===== src/hdl/bas_pkg.sv =====
// ---------------------------------------------------------------------------
// bas_pkg
// Shared types, codes and constants of the bridge ADC serial reader.
// ---------------------------------------------------------------------------
package bas_pkg;

  localparam int SAMPLE_BITS_DEF = 24;

  localparam int GAIN_W    = 2;
  localparam int TMO_W     = 32;
  localparam int OFS_W     = 24;
  localparam int SCALE_W   = 32;
  localparam int CFG_W     = 32;
  localparam int CFG_IDX_W = 2;

  localparam int OP_W     = 2;
  localparam int CNT_W    = 8;
  localparam int SUM_W    = 32;
  localparam int STATUS_W = 2;
  localparam int VALUE_W  = 48;

  localparam int DIV_NUM_W = 64;
  localparam int DIV_DEN_W = 32;

  // opcodes
  localparam logic [OP_W-1:0] OP_TICK    = 2'd0;
  localparam logic [OP_W-1:0] OP_MEASURE = 2'd1;
  localparam logic [OP_W-1:0] OP_TARE    = 2'd2;
  localparam logic [OP_W-1:0] OP_RAW     = 2'd3;

  // result status
  localparam logic [STATUS_W-1:0] STAT_OK      = 2'd0;
  localparam logic [STATUS_W-1:0] STAT_TIMEOUT = 2'd1;
  localparam logic [STATUS_W-1:0] STAT_FAIL    = 2'd2;

  // register indexes
  localparam logic [CFG_IDX_W-1:0] REG_GAIN    = 2'd0;
  localparam logic [CFG_IDX_W-1:0] REG_TIMEOUT = 2'd1;
  localparam logic [CFG_IDX_W-1:0] REG_OFFSET  = 2'd2;
  localparam logic [CFG_IDX_W-1:0] REG_SCALE   = 2'd3;

  // register reset values
  localparam logic [GAIN_W-1:0]  GAIN_RESET  = 2'd1;
  localparam logic [TMO_W-1:0]   TMO_RESET   = 32'd500000;
  localparam logic [SCALE_W-1:0] SCALE_RESET = 32'h0001_0000;

  localparam logic [VALUE_W-1:0] VAL_MAX = {1'b0, {(VALUE_W-1){1'b1}}};
  localparam logic [VALUE_W-1:0] VAL_MIN = {1'b1, {(VALUE_W-1){1'b0}}};

  typedef enum logic [2:0] {
    ST_IDLE,
    ST_WAIT,
    ST_SHIFT,
    ST_AVG,
    ST_SCALE
  } state_t;

  typedef enum logic [1:0] {
    SEL_TICK,
    SEL_TIMEOUT,
    SEL_AVG,
    SEL_SCALE
  } out_sel_t;

  typedef struct packed {
    logic     start;
    logic     wait_inc;
    logic     shift_clr;
    logic     tick_high;
    logic     tick_low;
    logic     sample_end;
    logic     avg_start;
    logic     scale_start;
    logic     out_load;
    out_sel_t out_sel;
  } cmd_t;

  typedef struct packed {
    logic tmo_zero;
    logic wait_expired;
    logic tick_is_high;
    logic tick_last;
    logic samples_last;
    logic is_measure;
    logic scale_zero;
  } stat_t;

endpackage


===== src/hdl/bas_div.sv =====
// ---------------------------------------------------------------------------
// bas_div
// Restoring unsigned divider, one quotient bit per cycle.
// ---------------------------------------------------------------------------
module bas_div #(
  parameter int NUM_W = bas_pkg::DIV_NUM_W,
  parameter int DEN_W = bas_pkg::DIV_DEN_W
) (
  input  logic             clk,
  input  logic             rst,
  input  logic             start,
  input  logic [NUM_W-1:0] num,
  input  logic [DEN_W-1:0] den,
  output logic [NUM_W-1:0] quo,
  output logic             done
);

  localparam int STEP_W = $clog2(NUM_W + 1);

  logic              busy;
  logic [STEP_W-1:0] steps;
  logic [DEN_W-1:0]  rem;
  logic [DEN_W-1:0]  den_r;
  logic [DEN_W:0]    trial;
  logic              fits;

  assign trial = {rem, quo[NUM_W-1]};
  assign fits  = trial >= {1'b0, den_r};

  always_ff @(posedge clk) begin
    if (rst) begin
      busy  <= 1'b0;
      done  <= 1'b0;
      steps <= '0;
    end else if (start) begin
      busy  <= 1'b1;
      done  <= 1'b0;
      steps <= STEP_W'(NUM_W);
    end else if (busy) begin
      steps <= steps - 1'b1;
      if (steps == STEP_W'(1)) begin
        busy <= 1'b0;
        done <= 1'b1;
      end
    end
  end

  always_ff @(posedge clk) begin
    if (start) begin
      quo   <= num;
      rem   <= '0;
      den_r <= den;
    end else if (busy) begin
      quo <= {quo[NUM_W-2:0], fits};
      rem <= fits ? DEN_W'(trial - {1'b0, den_r}) : trial[DEN_W-1:0];
    end
  end

endmodule


===== src/hdl/bas_datapath.sv =====
// ---------------------------------------------------------------------------
// bas_datapath
// Config registers, shift and accumulate logic, result math, output word.
// ---------------------------------------------------------------------------
module bas_datapath #(
  parameter int SAMPLE_BITS = bas_pkg::SAMPLE_BITS_DEF
) (
  input  logic                            clk,
  input  logic                            rst,
  input  logic                            cfg_we,
  input  logic [bas_pkg::CFG_IDX_W-1:0]   cfg_index,
  input  logic [bas_pkg::CFG_W-1:0]       cfg_data,
  input  logic [bas_pkg::OP_W-1:0]        opcode,
  input  logic                            dout_level,
  input  logic [bas_pkg::CNT_W-1:0]       sample_count,
  input  bas_pkg::cmd_t                   cmd,
  output bas_pkg::stat_t                  stat,
  output logic                            div_start,
  output logic [bas_pkg::DIV_NUM_W-1:0]   div_num,
  output logic [bas_pkg::DIV_DEN_W-1:0]   div_den,
  input  logic [bas_pkg::DIV_NUM_W-1:0]   div_quo,
  input  logic                            m_tready,
  output logic                            out_valid,
  output logic                            out_sck,
  output logic                            out_done,
  output logic [bas_pkg::STATUS_W-1:0]    out_status,
  output logic [bas_pkg::VALUE_W-1:0]     out_value
);

  localparam int TICK_W = $clog2(2 * (SAMPLE_BITS + 3) + 1);
  localparam logic [TICK_W:0] DATA_TICKS = (TICK_W+1)'(2 * SAMPLE_BITS);
  localparam int SUM_W   = bas_pkg::SUM_W;
  localparam int OFS_W   = bas_pkg::OFS_W;
  localparam int VALUE_W = bas_pkg::VALUE_W;
  localparam int HALF_W  = bas_pkg::DIV_NUM_W - SUM_W;

  logic [bas_pkg::GAIN_W-1:0]  gain;
  logic [bas_pkg::TMO_W-1:0]   tmo;
  logic [bas_pkg::SCALE_W-1:0] scale;
  logic [OFS_W-1:0]            active_offset;

  logic [bas_pkg::OP_W-1:0]  pending;
  logic [bas_pkg::CNT_W-1:0] target;
  logic [SUM_W-1:0]          sample_sum;
  logic [bas_pkg::CNT_W-1:0] samples_taken;
  logic [bas_pkg::TMO_W-1:0] wait_count;
  logic [TICK_W-1:0]         tick_count;
  logic [SAMPLE_BITS-1:0]    shift_word;
  logic                      avg_neg;
  logic                      res_neg;

  logic [TICK_W:0]              total_ticks;
  logic [SUM_W-1:0]             sample_ext;
  logic [SUM_W-1:0]             sum_next;
  logic [SUM_W-1:0]             sum_mag;
  logic [SUM_W-1:0]             avg;
  logic [SUM_W:0]               diff;
  logic [SUM_W:0]               diff_mag;
  logic [bas_pkg::SCALE_W-1:0]  scale_mag;
  logic [VALUE_W-1:0]           scaled;
  logic                         q_over_pos;
  logic                         q_over_neg;

  logic                         sck_next;
  logic                         done_next;
  logic [bas_pkg::STATUS_W-1:0] status_next;
  logic [VALUE_W-1:0]           value_next;

  // ---- status toward the controller ----
  assign total_ticks = DATA_TICKS + (TICK_W+1)'({gain, 1'b0});

  assign stat.tmo_zero     = (tmo == '0);
  assign stat.wait_expired = ({1'b0, wait_count} + 1'b1) >= {1'b0, tmo};
  assign stat.tick_is_high = ~tick_count[0];
  assign stat.tick_last    = ({1'b0, tick_count} + 1'b1) >= total_ticks;
  assign stat.samples_last = ({1'b0, samples_taken} + 1'b1) >= {1'b0, target};
  assign stat.is_measure   = (pending == bas_pkg::OP_MEASURE);
  assign stat.scale_zero   = (scale == '0);

  // ---- arithmetic ----
  assign sample_ext = {{(SUM_W-SAMPLE_BITS){shift_word[SAMPLE_BITS-1]}}, shift_word};
  assign sum_next   = sample_sum + sample_ext;
  assign sum_mag    = sum_next[SUM_W-1] ? SUM_W'(-sum_next) : sum_next;

  // divider quotient holds |sum| / count while the average is current
  assign avg = avg_neg ? SUM_W'(-div_quo[SUM_W-1:0]) : div_quo[SUM_W-1:0];

  assign diff      = {avg[SUM_W-1], avg} - (SUM_W+1)'($signed(active_offset));
  assign diff_mag  = diff[SUM_W] ? (SUM_W+1)'(-diff) : diff;
  assign scale_mag = scale[bas_pkg::SCALE_W-1] ? bas_pkg::SCALE_W'(-scale) : scale;

  assign div_start = cmd.avg_start | cmd.scale_start;
  always_comb begin
    if (cmd.scale_start) begin
      div_num = {diff_mag[SUM_W-1:0], {HALF_W{1'b0}}};
      div_den = scale_mag;
    end else begin
      div_num = bas_pkg::DIV_NUM_W'(sum_mag);
      div_den = bas_pkg::DIV_DEN_W'(target);
    end
  end

  // saturation of the Q32.16 quotient
  assign q_over_pos = (div_quo[bas_pkg::DIV_NUM_W-1:VALUE_W-1] != '0);
  assign q_over_neg = (div_quo[bas_pkg::DIV_NUM_W-1:VALUE_W] != '0) ||
                      (div_quo[VALUE_W-1] && (div_quo[VALUE_W-2:0] != '0));
  always_comb begin
    if (res_neg) begin
      scaled = q_over_neg ? bas_pkg::VAL_MIN : VALUE_W'(-div_quo[VALUE_W-1:0]);
    end else begin
      scaled = q_over_pos ? bas_pkg::VAL_MAX : div_quo[VALUE_W-1:0];
    end
  end

  // ---- output word select ----
  always_comb begin
    sck_next    = 1'b0;
    done_next   = 1'b0;
    status_next = bas_pkg::STAT_OK;
    value_next  = '0;
    case (cmd.out_sel)
      bas_pkg::SEL_TICK: begin
        sck_next = cmd.tick_high;
      end
      bas_pkg::SEL_TIMEOUT: begin
        done_next   = 1'b1;
        status_next = bas_pkg::STAT_TIMEOUT;
      end
      bas_pkg::SEL_AVG: begin
        done_next = 1'b1;
        if (pending == bas_pkg::OP_TARE) begin
          value_next = VALUE_W'($signed(avg[OFS_W-1:0]));
        end else if (pending == bas_pkg::OP_RAW) begin
          value_next = VALUE_W'($signed(avg));
        end else begin
          status_next = bas_pkg::STAT_FAIL;
        end
      end
      bas_pkg::SEL_SCALE: begin
        done_next  = 1'b1;
        value_next = scaled;
      end
      default: begin
        sck_next = 1'b0;
      end
    endcase
  end

  // ---- config registers and offset ----
  always_ff @(posedge clk) begin
    if (rst) begin
      gain          <= bas_pkg::GAIN_RESET;
      tmo           <= bas_pkg::TMO_RESET;
      scale         <= bas_pkg::SCALE_RESET;
      active_offset <= '0;
    end else begin
      if (cfg_we) begin
        case (cfg_index)
          bas_pkg::REG_GAIN:    gain          <= cfg_data[bas_pkg::GAIN_W-1:0];
          bas_pkg::REG_TIMEOUT: tmo           <= cfg_data[bas_pkg::TMO_W-1:0];
          bas_pkg::REG_OFFSET:  active_offset <= cfg_data[OFS_W-1:0];
          bas_pkg::REG_SCALE:   scale         <= cfg_data[bas_pkg::SCALE_W-1:0];
          default: begin
            gain <= gain;
          end
        endcase
      end
      if (cmd.out_load && cmd.out_sel == bas_pkg::SEL_AVG &&
          pending == bas_pkg::OP_TARE) begin
        active_offset <= avg[OFS_W-1:0];
      end
    end
  end

  // ---- conversion state ----
  always_ff @(posedge clk) begin
    if (rst) begin
      pending       <= '0;
      target        <= '0;
      sample_sum    <= '0;
      samples_taken <= '0;
      wait_count    <= '0;
      tick_count    <= '0;
      shift_word    <= '0;
      avg_neg       <= 1'b0;
      res_neg       <= 1'b0;
    end else begin
      if (cmd.start) begin
        pending       <= opcode;
        target        <= (sample_count == '0) ? bas_pkg::CNT_W'(1) : sample_count;
        sample_sum    <= '0;
        samples_taken <= '0;
        wait_count    <= '0;
        tick_count    <= '0;
        shift_word    <= '0;
      end
      if (cmd.wait_inc) begin
        wait_count <= wait_count + 1'b1;
      end
      if (cmd.shift_clr) begin
        tick_count <= '0;
        shift_word <= '0;
      end
      if (cmd.tick_high) begin
        // gain pulses past the data bits clock nothing in
        if ({1'b0, tick_count} < DATA_TICKS) begin
          shift_word <= {shift_word[SAMPLE_BITS-2:0], dout_level};
        end
        tick_count <= tick_count + 1'b1;
      end
      if (cmd.tick_low) begin
        tick_count <= tick_count + 1'b1;
      end
      if (cmd.sample_end) begin
        sample_sum    <= sum_next;
        samples_taken <= samples_taken + 1'b1;
        tick_count    <= '0;
        shift_word    <= '0;
        wait_count    <= '0;
      end
      if (cmd.avg_start) begin
        avg_neg <= sum_next[SUM_W-1];
      end
      if (cmd.scale_start) begin
        res_neg <= diff[SUM_W] ^ scale[bas_pkg::SCALE_W-1];
      end
    end
  end

  // ---- output register ----
  always_ff @(posedge clk) begin
    if (rst) begin
      out_valid <= 1'b0;
    end else if (cmd.out_load) begin
      out_valid <= 1'b1;
    end else if (m_tready) begin
      out_valid <= 1'b0;
    end
  end

  always_ff @(posedge clk) begin
    if (cmd.out_load) begin
      out_sck    <= sck_next;
      out_done   <= done_next;
      out_status <= status_next;
      out_value  <= value_next;
    end
  end

endmodule


===== src/hdl/bas_ctrl.sv =====
// ---------------------------------------------------------------------------
// bas_ctrl
// Command sequencer: wait, clock-out, accumulate and divide phases.
// ---------------------------------------------------------------------------
module bas_ctrl (
  input  logic                     clk,
  input  logic                     rst,
  input  logic                     in_valid,
  output logic                     in_ready,
  input  logic [bas_pkg::OP_W-1:0] opcode,
  input  logic                     dout_level,
  input  logic                     out_free,
  input  logic                     div_done,
  input  bas_pkg::stat_t           stat,
  output bas_pkg::cmd_t            cmd
);

  bas_pkg::state_t state;
  bas_pkg::state_t state_next;
  logic            in_acc;

  assign in_ready = out_free && (state == bas_pkg::ST_IDLE ||
                                 state == bas_pkg::ST_WAIT ||
                                 state == bas_pkg::ST_SHIFT);
  assign in_acc   = in_valid && in_ready;

  always_ff @(posedge clk) begin
    if (rst) begin
      state <= bas_pkg::ST_IDLE;
    end else begin
      state <= state_next;
    end
  end

  always_comb begin
    state_next = state;
    case (state)
      bas_pkg::ST_IDLE: begin
        if (in_acc && opcode != bas_pkg::OP_TICK) state_next = bas_pkg::ST_WAIT;
      end
      bas_pkg::ST_WAIT: begin
        if (in_acc) begin
          if (!stat.tmo_zero && !dout_level) begin
            state_next = bas_pkg::ST_SHIFT;
          end else if (stat.tmo_zero || stat.wait_expired) begin
            state_next = bas_pkg::ST_IDLE;
          end
        end
      end
      bas_pkg::ST_SHIFT: begin
        if (in_acc && !stat.tick_is_high && stat.tick_last) begin
          state_next = stat.samples_last ? bas_pkg::ST_AVG : bas_pkg::ST_WAIT;
        end
      end
      bas_pkg::ST_AVG: begin
        if (div_done) begin
          if (stat.is_measure && !stat.scale_zero) begin
            state_next = bas_pkg::ST_SCALE;
          end else if (out_free) begin
            state_next = bas_pkg::ST_IDLE;
          end
        end
      end
      bas_pkg::ST_SCALE: begin
        if (div_done && out_free) state_next = bas_pkg::ST_IDLE;
      end
      default: begin
        state_next = bas_pkg::ST_IDLE;
      end
    endcase
  end

  always_comb begin
    cmd         = '0;
    cmd.out_sel = bas_pkg::SEL_TICK;
    case (state)
      bas_pkg::ST_IDLE: begin
        if (in_acc) begin
          cmd.out_load = 1'b1;
          cmd.start    = (opcode != bas_pkg::OP_TICK);
        end
      end
      bas_pkg::ST_WAIT: begin
        if (in_acc) begin
          cmd.out_load = 1'b1;
          if (!stat.tmo_zero && !dout_level) begin
            cmd.shift_clr = 1'b1;
          end else if (stat.tmo_zero || stat.wait_expired) begin
            cmd.out_sel = bas_pkg::SEL_TIMEOUT;
          end else begin
            cmd.wait_inc = 1'b1;
          end
        end
      end
      bas_pkg::ST_SHIFT: begin
        if (in_acc) begin
          if (stat.tick_is_high) begin
            cmd.tick_high = 1'b1;
            cmd.out_load  = 1'b1;
          end else if (stat.tick_last) begin
            cmd.sample_end = 1'b1;
            // last sample: word is held back until the divides finish
            cmd.avg_start  = stat.samples_last;
            cmd.out_load   = !stat.samples_last;
          end else begin
            cmd.tick_low = 1'b1;
            cmd.out_load = 1'b1;
          end
        end
      end
      bas_pkg::ST_AVG: begin
        if (div_done) begin
          if (stat.is_measure && !stat.scale_zero) begin
            cmd.scale_start = 1'b1;
          end else if (out_free) begin
            cmd.out_load = 1'b1;
            cmd.out_sel  = bas_pkg::SEL_AVG;
          end
        end
      end
      bas_pkg::ST_SCALE: begin
        if (div_done && out_free) begin
          cmd.out_load = 1'b1;
          cmd.out_sel  = bas_pkg::SEL_SCALE;
        end
      end
      default: begin
        cmd = '0;
      end
    endcase
  end

`ifndef NO_ASSERTIONS
  a_load_needs_room: assert property (@(posedge clk) disable iff (rst)
    cmd.out_load |-> out_free)
    else $error("output word overwritten before it was taken");

  a_avg_follows: assert property (@(posedge clk) disable iff (rst)
    cmd.avg_start |=> (state == bas_pkg::ST_AVG && !div_done))
    else $error("average divide not tracked after start");

  a_scale_guard: assert property (@(posedge clk) disable iff (rst)
    cmd.scale_start |-> (stat.is_measure && !stat.scale_zero))
    else $error("scale divide started without a nonzero scale");

  a_start_idle: assert property (@(posedge clk) disable iff (rst)
    cmd.start |=> state == bas_pkg::ST_WAIT)
    else $error("command start did not enter the wait phase");
`endif

endmodule


===== src/hdl/bridge_adc_serial_reader.sv =====
// ---------------------------------------------------------------------------
// bridge_adc_serial_reader
// Serial bridge-converter reader: one half-bit tick per input word, averaging
// conversions and scaling the result.
//
//   channel  dir  handshake          payload
//   s_*      in   tvalid/tready      tuser: opcode; tdata: dout_level, sample_count
//   m_*      out  tvalid/tready      tdata: sck_level, value; tlast: done_res;
//                                    tuser: status
//   cfg_*    in   cfg_we             cfg_index, cfg_data
//
// Each tick word returns one word in the output register.
// The tick that ends the last sample of a command is followed by a 64-step
// divide for the average, plus a second 64-step divide for measure when the
// scale is nonzero; both run on the shared restoring divider, and s_tready
// stays low meanwhile.
// s_tready is also low while the output word is held and m_tready is low.
// Synchronous reset; no clearing pass.
// ---------------------------------------------------------------------------
module bridge_adc_serial_reader #(
  parameter int SAMPLE_BITS = bas_pkg::SAMPLE_BITS_DEF
) (
  input  logic                          clk,
  input  logic                          rst,
  input  logic                          cfg_we,
  input  logic [bas_pkg::CFG_IDX_W-1:0] cfg_index,
  input  logic [bas_pkg::CFG_W-1:0]     cfg_data,
  input  logic                          s_tvalid,
  output logic                          s_tready,
  input  logic [15:0]                   s_tdata,   // [0] dout_level, [8:1] sample_count
  input  logic [1:0]                    s_tuser,   // [1:0] opcode
  output logic                          m_tvalid,
  input  logic                          m_tready,
  output logic [55:0]                   m_tdata,   // [0] sck_level, [48:1] value
  output logic                          m_tlast,   // done_res
  output logic [1:0]                    m_tuser    // [1:0] status
);

  bas_pkg::cmd_t                   cmd;
  bas_pkg::stat_t                  stat;
  logic                            out_free;
  logic                            div_start;
  logic                            div_done;
  logic [bas_pkg::DIV_NUM_W-1:0]   div_num;
  logic [bas_pkg::DIV_DEN_W-1:0]   div_den;
  logic [bas_pkg::DIV_NUM_W-1:0]   div_quo;
  logic                            out_sck;
  logic [bas_pkg::VALUE_W-1:0]     out_value;

  assign out_free = !m_tvalid || m_tready;
  assign m_tdata  = {7'b0, out_value, out_sck};

  bas_ctrl u_ctrl (
    .clk        (clk),
    .rst        (rst),
    .in_valid   (s_tvalid),
    .in_ready   (s_tready),
    .opcode     (s_tuser),
    .dout_level (s_tdata[0]),
    .out_free   (out_free),
    .div_done   (div_done),
    .stat       (stat),
    .cmd        (cmd)
  );

  bas_datapath #(
    .SAMPLE_BITS (SAMPLE_BITS)
  ) u_datapath (
    .clk          (clk),
    .rst          (rst),
    .cfg_we       (cfg_we),
    .cfg_index    (cfg_index),
    .cfg_data     (cfg_data),
    .opcode       (s_tuser),
    .dout_level   (s_tdata[0]),
    .sample_count (s_tdata[8:1]),
    .cmd          (cmd),
    .stat         (stat),
    .div_start    (div_start),
    .div_num      (div_num),
    .div_den      (div_den),
    .div_quo      (div_quo),
    .m_tready     (m_tready),
    .out_valid    (m_tvalid),
    .out_sck      (out_sck),
    .out_done     (m_tlast),
    .out_status   (m_tuser),
    .out_value    (out_value)
  );

  bas_div #(
    .NUM_W (bas_pkg::DIV_NUM_W),
    .DEN_W (bas_pkg::DIV_DEN_W)
  ) u_div (
    .clk   (clk),
    .rst   (rst),
    .start (div_start),
    .num   (div_num),
    .den   (div_den),
    .quo   (div_quo),
    .done  (div_done)
  );

endmodule

===== config.mk =====
export PLATFORM = sky130hd
export DESIGN_NAME = bridge_adc_serial_reader
export DESIGN_NICKNAME = d
export VERILOG_FILES = /design/src/hdl/bas_pkg.sv /design/src/hdl/bas_div.sv /design/src/hdl/bas_datapath.sv /design/src/hdl/bas_ctrl.sv /design/src/hdl/bridge_adc_serial_reader.sv
export SDC_FILE = /design/constraint.sdc
export NUM_CORES = 1
export LEC_CHECK = 0
export BUFFER_PORTS_ARGS = -buffer_cell sky130_fd_sc_hd__buf_2
export CAP_MARGIN = 20
export CORE_MARGIN = 3
export CORE_UTILIZATION = 26
export DETAILED_ROUTE_END_ITERATION = 10
export PLACE_DENSITY = 0.46
export SKIP_CTS_REPAIR_TIMING = 1
export SLEW_MARGIN = 20
export SYNTH_ARGS = -nofsm -noshare
export SYNTH_HDL_FRONTEND = slang
export SYNTH_SLANG_ARGS = --single-unit

===== constraint.sdc =====
create_clock -name clk -period 7.17 [get_ports clk]
set_input_delay 1.434 -clock clk [delete_from_list [all_inputs] [get_ports clk]]
set_output_delay 1.434 -clock clk [all_outputs]
set_load 0.05 [all_outputs]

==> results.yml, run 1 <==
synth:
  syn_area_mm2: 0.0276
  seq_area_frac_synth_pct: 34.2
  yosysWarnings: 0
  synthArstFlopShare_pct: 0
  ys.flop_type: "dfxtp_1"
  synth_seq_cells: 397
  syn_area_per_cell_um2: 8.02
  synth_edf_count: 148
  synthMostInstantiatedCell: "nand2_1"
  yosys-top-cells-area: "dfxtp_1 18%, edfxtp_1 16%, ha_1 6.8%, nand2_1 6.6%, a21oi_1 5.5%"
  synthDistinctLibCells: 95
  synth_common_cells: "482 x nand2_1, 303 x a21oi_1, 276 x nor2_1, 249 x dfxtp_1"
  netlist_instances: 3438
  yosys.area.top_type: "dfxtp_1"
  synth_top_area_share_pct: 18.1
global_routing:
  grt_pass1_vias: 22406
  grt_antenna_before_repair: 8
  grt.overflow.total: 0
  grt_max_degree: 101
  grt_pass1_wl_um: 133000
  track_usage_pct: 15.0
critical_path:
  cp_max_fo: 10
  required_ns: 7.53
  r2r-start: "u_div.quo[1]"
  arrival_ns: 6.99
  crit_end: "u_div.quo[56]"
  worstSetupPathType: "register to register"
  reg2reg_slack_ns: 0.54
  start_kind: "register"
  r2r_cells: 21
  endpoint_kind: "register"
  cp-startpoint: "u_div.quo[1]"
  r2r_end: "u_div.quo[56]"
routing:
  top_layer: "met5"
  drt_wl_total_um: 85400
  ant_nets: 0
  wl_met2_um: 35800
  post_drt_via_cell_ratio: 4.93
  drtPass1Iterations: 5
  vias: 23974
  met1Wirelength_um: 41700
  drc_errors: 0
  met3_length_um: 4190
  wire_per_inst_um: 17.6
  dr.first_iter.drc_count: 1460
power:
  p_leak_nw: 12.1
  p_comb_share_pct: 8.0
  vdd_drop_max_mv: 0.167
  power_frac_seq_pct: 42.9
  powerDensity_mw_per_mm2: 179
  intPower_mw: 4.11
  clkPwrFrac_pct: 49.2
  p_sw_mw: 1.48
  switching_share_pct: 26.5
floorplan:
  rows: 118
  coreArea_mm2: 0.104
  die_area_mm2: 0.110
  initial_core_util_pct: 26.4
  die_h_um: 332
  die_w_um: 332
  ios: 118
timing:
  setup_tns_ns: 0
  max-slew-margin-rel_pct: 27.0
  skew_ns: 0.0330
  finalSetupViolCount: 0
  hold_violations: 0
  rsz0062_at_grt: "no"
  fmax_mhz: 151
  finalCriticalPeriod_ns: 6.63
  worst_pin_slew_ns: 1.10
  drv_slew: 0
  finalCritPeriodShare_pct: 92.4
finish:
  drive_above_1_share_pct: 9.65
  fin_util_pct: 29.9
  finalNetCount: 3648
  area_delta_synth_final_pct: 13.2
clock_network:
  cts_buffers: 53
  tritoncts: "yes"
  cts_sinks: 397
  cts_root_buf: "clkbuf_16"
  clock_latency_ns: 0.66
  htreeDepth: 2
  clock_path_buffers: 3
  clk_pin_slew_ns: 0.06
min_path:
  hold_path.class: "register to register"
placement:
  portBuffers: 103
  routabilityCongestion: 0.828
  place_hpwl_um: 63800
outcome:
  outcome: "finished, final reports clean"
run:
  drv_cap: 0
==> critical path, stage by stage (launching register included) <==
cell	delay, ns
edfxtp_1	0.44
inv_1	0.12
ha_1	0.21
or3b_1	0.46
or4_1	0.49
or3_1	0.43
or3_1	0.39
or3_1	0.36
nand2_1	0.10
xor2_1	0.27
inv_1	0.09
ha_1	0.41
a21oi_1	0.23
o21ai_2	0.16
or4_1	0.53
nand3_1	0.08
a311o_1	0.17
o211ai_1	0.19
or4b_2	0.67
o31ai_1	0.30
xnor2_1	0.15
o21ai_0	0.08
==> cell families (layout without fill, tap and decap cells) <==
kind of cell,count (synthesis),count (layout),synth area share (%)
AO/OA/AOI/OAI,915,915,21.0
XOR/XNOR,259,259,8.23
adder cells (fa/ha/maj),153,153,7.03
buffers and inverters,378,417,5.34
flip-flops,397,397,34.2
multiplexers,54,54,2.08
other,1,10,0.0136
AND/OR/NAND/NOR,1281,1281,22.1
==> worst min-delay path by stage <==
stage | start | endpoint | slack [ns] | cells past startpoint
floorplan | u_datapath.target[2] | u_datapath.target[2] | 0.44 | 2
global placement | u_datapath.target[6] | u_datapath.target[6] | 0.44 | 2
detailed placement | u_datapath.target[6] | u_datapath.target[6] | 0.45 | 2
CTS | u_datapath.target[6] | u_datapath.target[6] | 0.46 | 2
global route | u_datapath.target[5] | u_datapath.target[5] | 0.47 | 2
finish | u_datapath.target[5] | u_datapath.target[5] | 0.46 | 2
==> power by group through the flow <==
| stage | Sequential (mW) | Combinational [mW] | Clock, mW |
|---|---|---|---|
| global route | 2.40 | 0.487 | 2.92 |
| finish | 2.40 | 0.445 | 2.75 |
| CTS | 2.40 | 0.448 | 2.85 |
| detailed placement | 2.45 | 0.448 | 0 |
| floorplan | 2.49 | 0.254 | 0 |
| global placement | 2.45 | 0.447 | 0 |
==> routing by layer <==
metal,vias to the layer above,GRT usage (%)
met5,-,0
met4,4,6.00
met3,125,2.85
met2,444,22.3
met1,11115,21.2
li1,12286,-
==> area by class of cell <==
| type | instances | area, um2 |
|---|---|---|
| flip-flops and latches | 397 | 9430 |
| repair buffers | 146 | 853 |
| multi-input cells | 2669 | 16700 |
| diodes | 3 | 7.51 |
| inverters | 171 | 642 |
| clock inverters | 35 | 352 |
| well taps | 1380 | 1730 |
| fillers | 11162 | 73200 |
| clock buffers | 65 | 1440 |
==> per-stage QoR <==
stage                     total power [mW]  hold WS (ns)  area (um2)  std cells  setup slack [ns]
after floorplan                       2.74         0.436       27600       3444             0.799
after global placement                2.89         0.445       29400       4763             0.454
after detailed placement              2.89         0.448       29400       4763             0.441
after CTS                             5.69         0.456       31200       4863             0.392
after global routing                  5.81         0.473       31200       4863            0.0490
final                                 5.59         0.455       31200       4866             0.541
==> placed cells by master (no fill, tap or decap), drive strengths merged, types with 14 or more instances in the layout <==
cell,instances
or2,20
nand2,482
mux2i,27
a31oi,35
a211oi,64
a21o,62
xnor2,143
dfxtp,249
inv,176
or4,16
or3,49
nor4,33
nor3,68
edfxtp,148
a21oi,304
buf,146
o31ai,29
mux2,27
clkbuf,65
and2,21
o21ai,200
nor2b,17
o21bai,19
nor2,276
ha,150
nand3b,16
o311ai,31
and3,30
o21a,14
nand4,27
nand3,142
nand2b,41
clkinv,23
xor2,116
o211ai,18
==> registers in the layout, summed over array words and instances (netlist names), 2 cells and up <==
register	flops
u_datapath.shift_word	24
u_datapath.gain	2
u_datapath.active_offset	24
u_datapath.samples_taken	8
u_datapath.sample_sum	32
u_datapath.wait_count	32
u_datapath.out_value	48
u_datapath.target	8
u_datapath.scale	32
u_datapath.pending	2
u_div.steps	7
u_div.rem	32
u_ctrl.state	3
u_datapath.out_status	2
u_div.den_r	32
u_div.quo	64
u_datapath.tick_count	6
u_datapath.tmo	32
Note: power is estimated with default switching activity, not from simulation.
==> run 2, diff against run 1 <==
--- a/config.mk
+++ b/config.mk
@@ -7,10 +7,12 @@
 export LEC_CHECK = 0
 export BUFFER_PORTS_ARGS = -buffer_cell sky130_fd_sc_hd__buf_2
 export CAP_MARGIN = 20
+export CELL_PAD_IN_SITES_DETAIL_PLACEMENT = 0
+export CELL_PAD_IN_SITES_GLOBAL_PLACEMENT = 2
 export CORE_MARGIN = 3
 export CORE_UTILIZATION = 26
 export DETAILED_ROUTE_END_ITERATION = 10
-export PLACE_DENSITY = 0.46
+export PLACE_DENSITY = 0.65
 export SKIP_CTS_REPAIR_TIMING = 1
 export SLEW_MARGIN = 20
 export SYNTH_ARGS = -nofsm -noshare
==> results.yml, run 2 (synthesis gave the netlist of run 1 again) <==
timing:
  finalCritPeriodShare_pct: 93.7
  drv_slew: 0
  max-slew-margin-rel_pct: 32.4
  rsz0062_at_grt: "no"
  hold_violations: 0
  setup_tns_ns: 0
  finalCriticalPeriod_ns: 6.72
  finalSetupViolCount: 0
  fmax_mhz: 149
  worst_pin_slew_ns: 1.00
  skew_ns: 0.0565
floorplan:
  die_h_um: 332
  rows: 118
  ios: 118
  die_area_mm2: 0.110
  coreArea_mm2: 0.104
  initial_core_util_pct: 26.4
  die_w_um: 332
clock_network:
  cts_sinks: 397
  cts_buffers: 54
  tritoncts: "yes"
  cts_root_buf: "clkbuf_16"
  htreeDepth: 2
  clk_pin_slew_ns: 0.06
  clock_path_buffers: 3
  clock_latency_ns: 0.67
placement:
  routabilityCongestion: 0.794
  placedInstanceArea_mm2: 0.0295
  place_hpwl_um: 68200
  portBuffers: 103
power:
  p_sw_mw: 1.49
  power_frac_seq_pct: 43.5
  switching_share_pct: 27.1
  p_comb_share_pct: 8.2
  clkPwrFrac_pct: 48.3
  vdd_drop_max_mv: 0.174
  power_mw: 5.51
  intPower_mw: 4.02
  powerDensity_mw_per_mm2: 176
  p_leak_nw: 12.1
critical_path:
  start_kind: "register"
  critPathSlowestCell: "or4b_2"
  cp_max_fo: 6
  cp-startpoint: "u_div.quo[1]"
  arrival_ns: 7.06
  required_ns: 7.51
  path_cells: "inv_1 > ha_1 > or3b_1 > or4_1 > or3_1 > or3b_2 > or2_1 > o21ai_0 > xor2_1 > inv_1 > ha_1 > a21oi_1 > nand2_1 > o311ai_0 > a31oi_1 > xor2_1 > or4b_2 > o31ai_1 > xnor2_1 > o21ai_0"
  cpPeakStageDelay_ns: 0.70
  endpoint_kind: "register"
  worstSetupPathType: "register to register"
  r2r-start: "u_div.quo[1]"
finish:
  area_delta_synth_final_pct: 13.4
  fin_util_pct: 29.9
  drive_above_1_share_pct: 9.84
  largest_reg_flops: 64
  nFillCells: 11277
  top_regs: "u_div.quo: 64 flops, u_datapath.out_value: 48 flops"
  mostFrequentLayoutCells: "482 x nand2_1, 301 x a21oi_1, 272 x nor2_1, 247 x dfxtp_1, 176 x o21ai_0"
  fin_area_mm2: 0.0312
  layout_commonest_cell: "nand2_1"
  finalNetCount: 3661
  top_register: "u_div.quo"
global_routing:
  grt_pass1_wl_um: 141000
  grt_antenna_before_repair: 9
  grt.overflow.total: 0
  grt_max_degree: 90
  track_usage_pct: 16.0
  grt_pass1_vias: 23239
routing:
  drtPass1Iterations: 5
  vias: 23977
  ant_nets: 0
  dr.first_iter.drc_count: 1428
  drc_errors: 0
  drt_wl_total_um: 90700
  post_drt_via_cell_ratio: 4.91
  wire_per_inst_um: 18.6
min_path:
  hold_path.class: "register to register"
  min_from: "u_datapath.target[7]"
run:
  drv_cap: 0
outcome:
  outcome: "finished, final reports clean"
[run 2: cell count changes in the layout (fill, tap and decap cells not counted), sizes merged]
cell      before  now
buf          146  158
clkinvlp       2    7
inv          176  171
clkinv        23   27
bufinv         5    3
diode          3    2
[run 2: cell type report]
class	instances	area [um2]	share of cell area [%]
Clock buffer	65	1410	4.52
Sequential cell	397	9430	30.2
Inverter	171	642	2.05
Tap cell	1380	1730	5.53
Antenna cell	2	5.00	0.0160
Timing Repair Buffer	158	943	3.02
Multi-Input combinational cell	2669	16700	53.6
Clock inverter	37	334	1.07
[run 2: worst paths after layout]
kind / endpoint / slack [ns] / cells after the start
worst max-delay path: u_div.quo[56] / 0.45 / 20
worst min register to register: u_datapath.target[7] / 0.46 / 2
worst max register to register: u_div.quo[56] / 0.45 / 20
worst min-delay path: u_datapath.target[7] / 0.46 / 2
[run 2: layer usage]
metal / GRT usage [%] / vias to the layer above / wire [um]
met4: 6.36 / 0 / 3560
li1: - / 12332 / -
met5: 0 / - / 0
met2: 24.3 / 363 / 38400
met3: 1.77 / 112 / 2920
met1: 23.2 / 11170 / 45800
[run 2: power by group through the flow]
stage | combinational (mW) | sequential (mW) | clock (mW)
floorplan | 0.254 | 2.49 | 0
global placement | 0.457 | 2.45 | 0
detailed placement | 0.456 | 2.45 | 0
CTS | 0.458 | 2.40 | 2.78
global route | 0.496 | 2.40 | 2.84
finish | 0.452 | 2.40 | 2.66
[run 2: per-stage QoR]
stage / cells / setup slack [ns] / hold WS, ns
finish: 4879 / 0.452 / 0.462
detailed placement: 4775 / 0.411 / 0.457
global placement: 4775 / 0.404 / 0.446
global route: 4877 / 0.0235 / 0.482
floorplan: 3444 / 0.799 / 0.436
CTS: 4877 / 0.333 / 0.465
[run 2: worst max-delay path: cells and delay by family, from the launching register on]
kind | cells | cell delay, ns
AO/OA/AOI/OAI | 6 | 1.46
buffers and inverters | 2 | 0.21
flip-flops | 1 | 0.44
XOR/XNOR | 3 | 0.67
adder cells (fa/ha/maj) | 2 | 0.59
AND/OR/NAND/NOR | 7 | 3.02
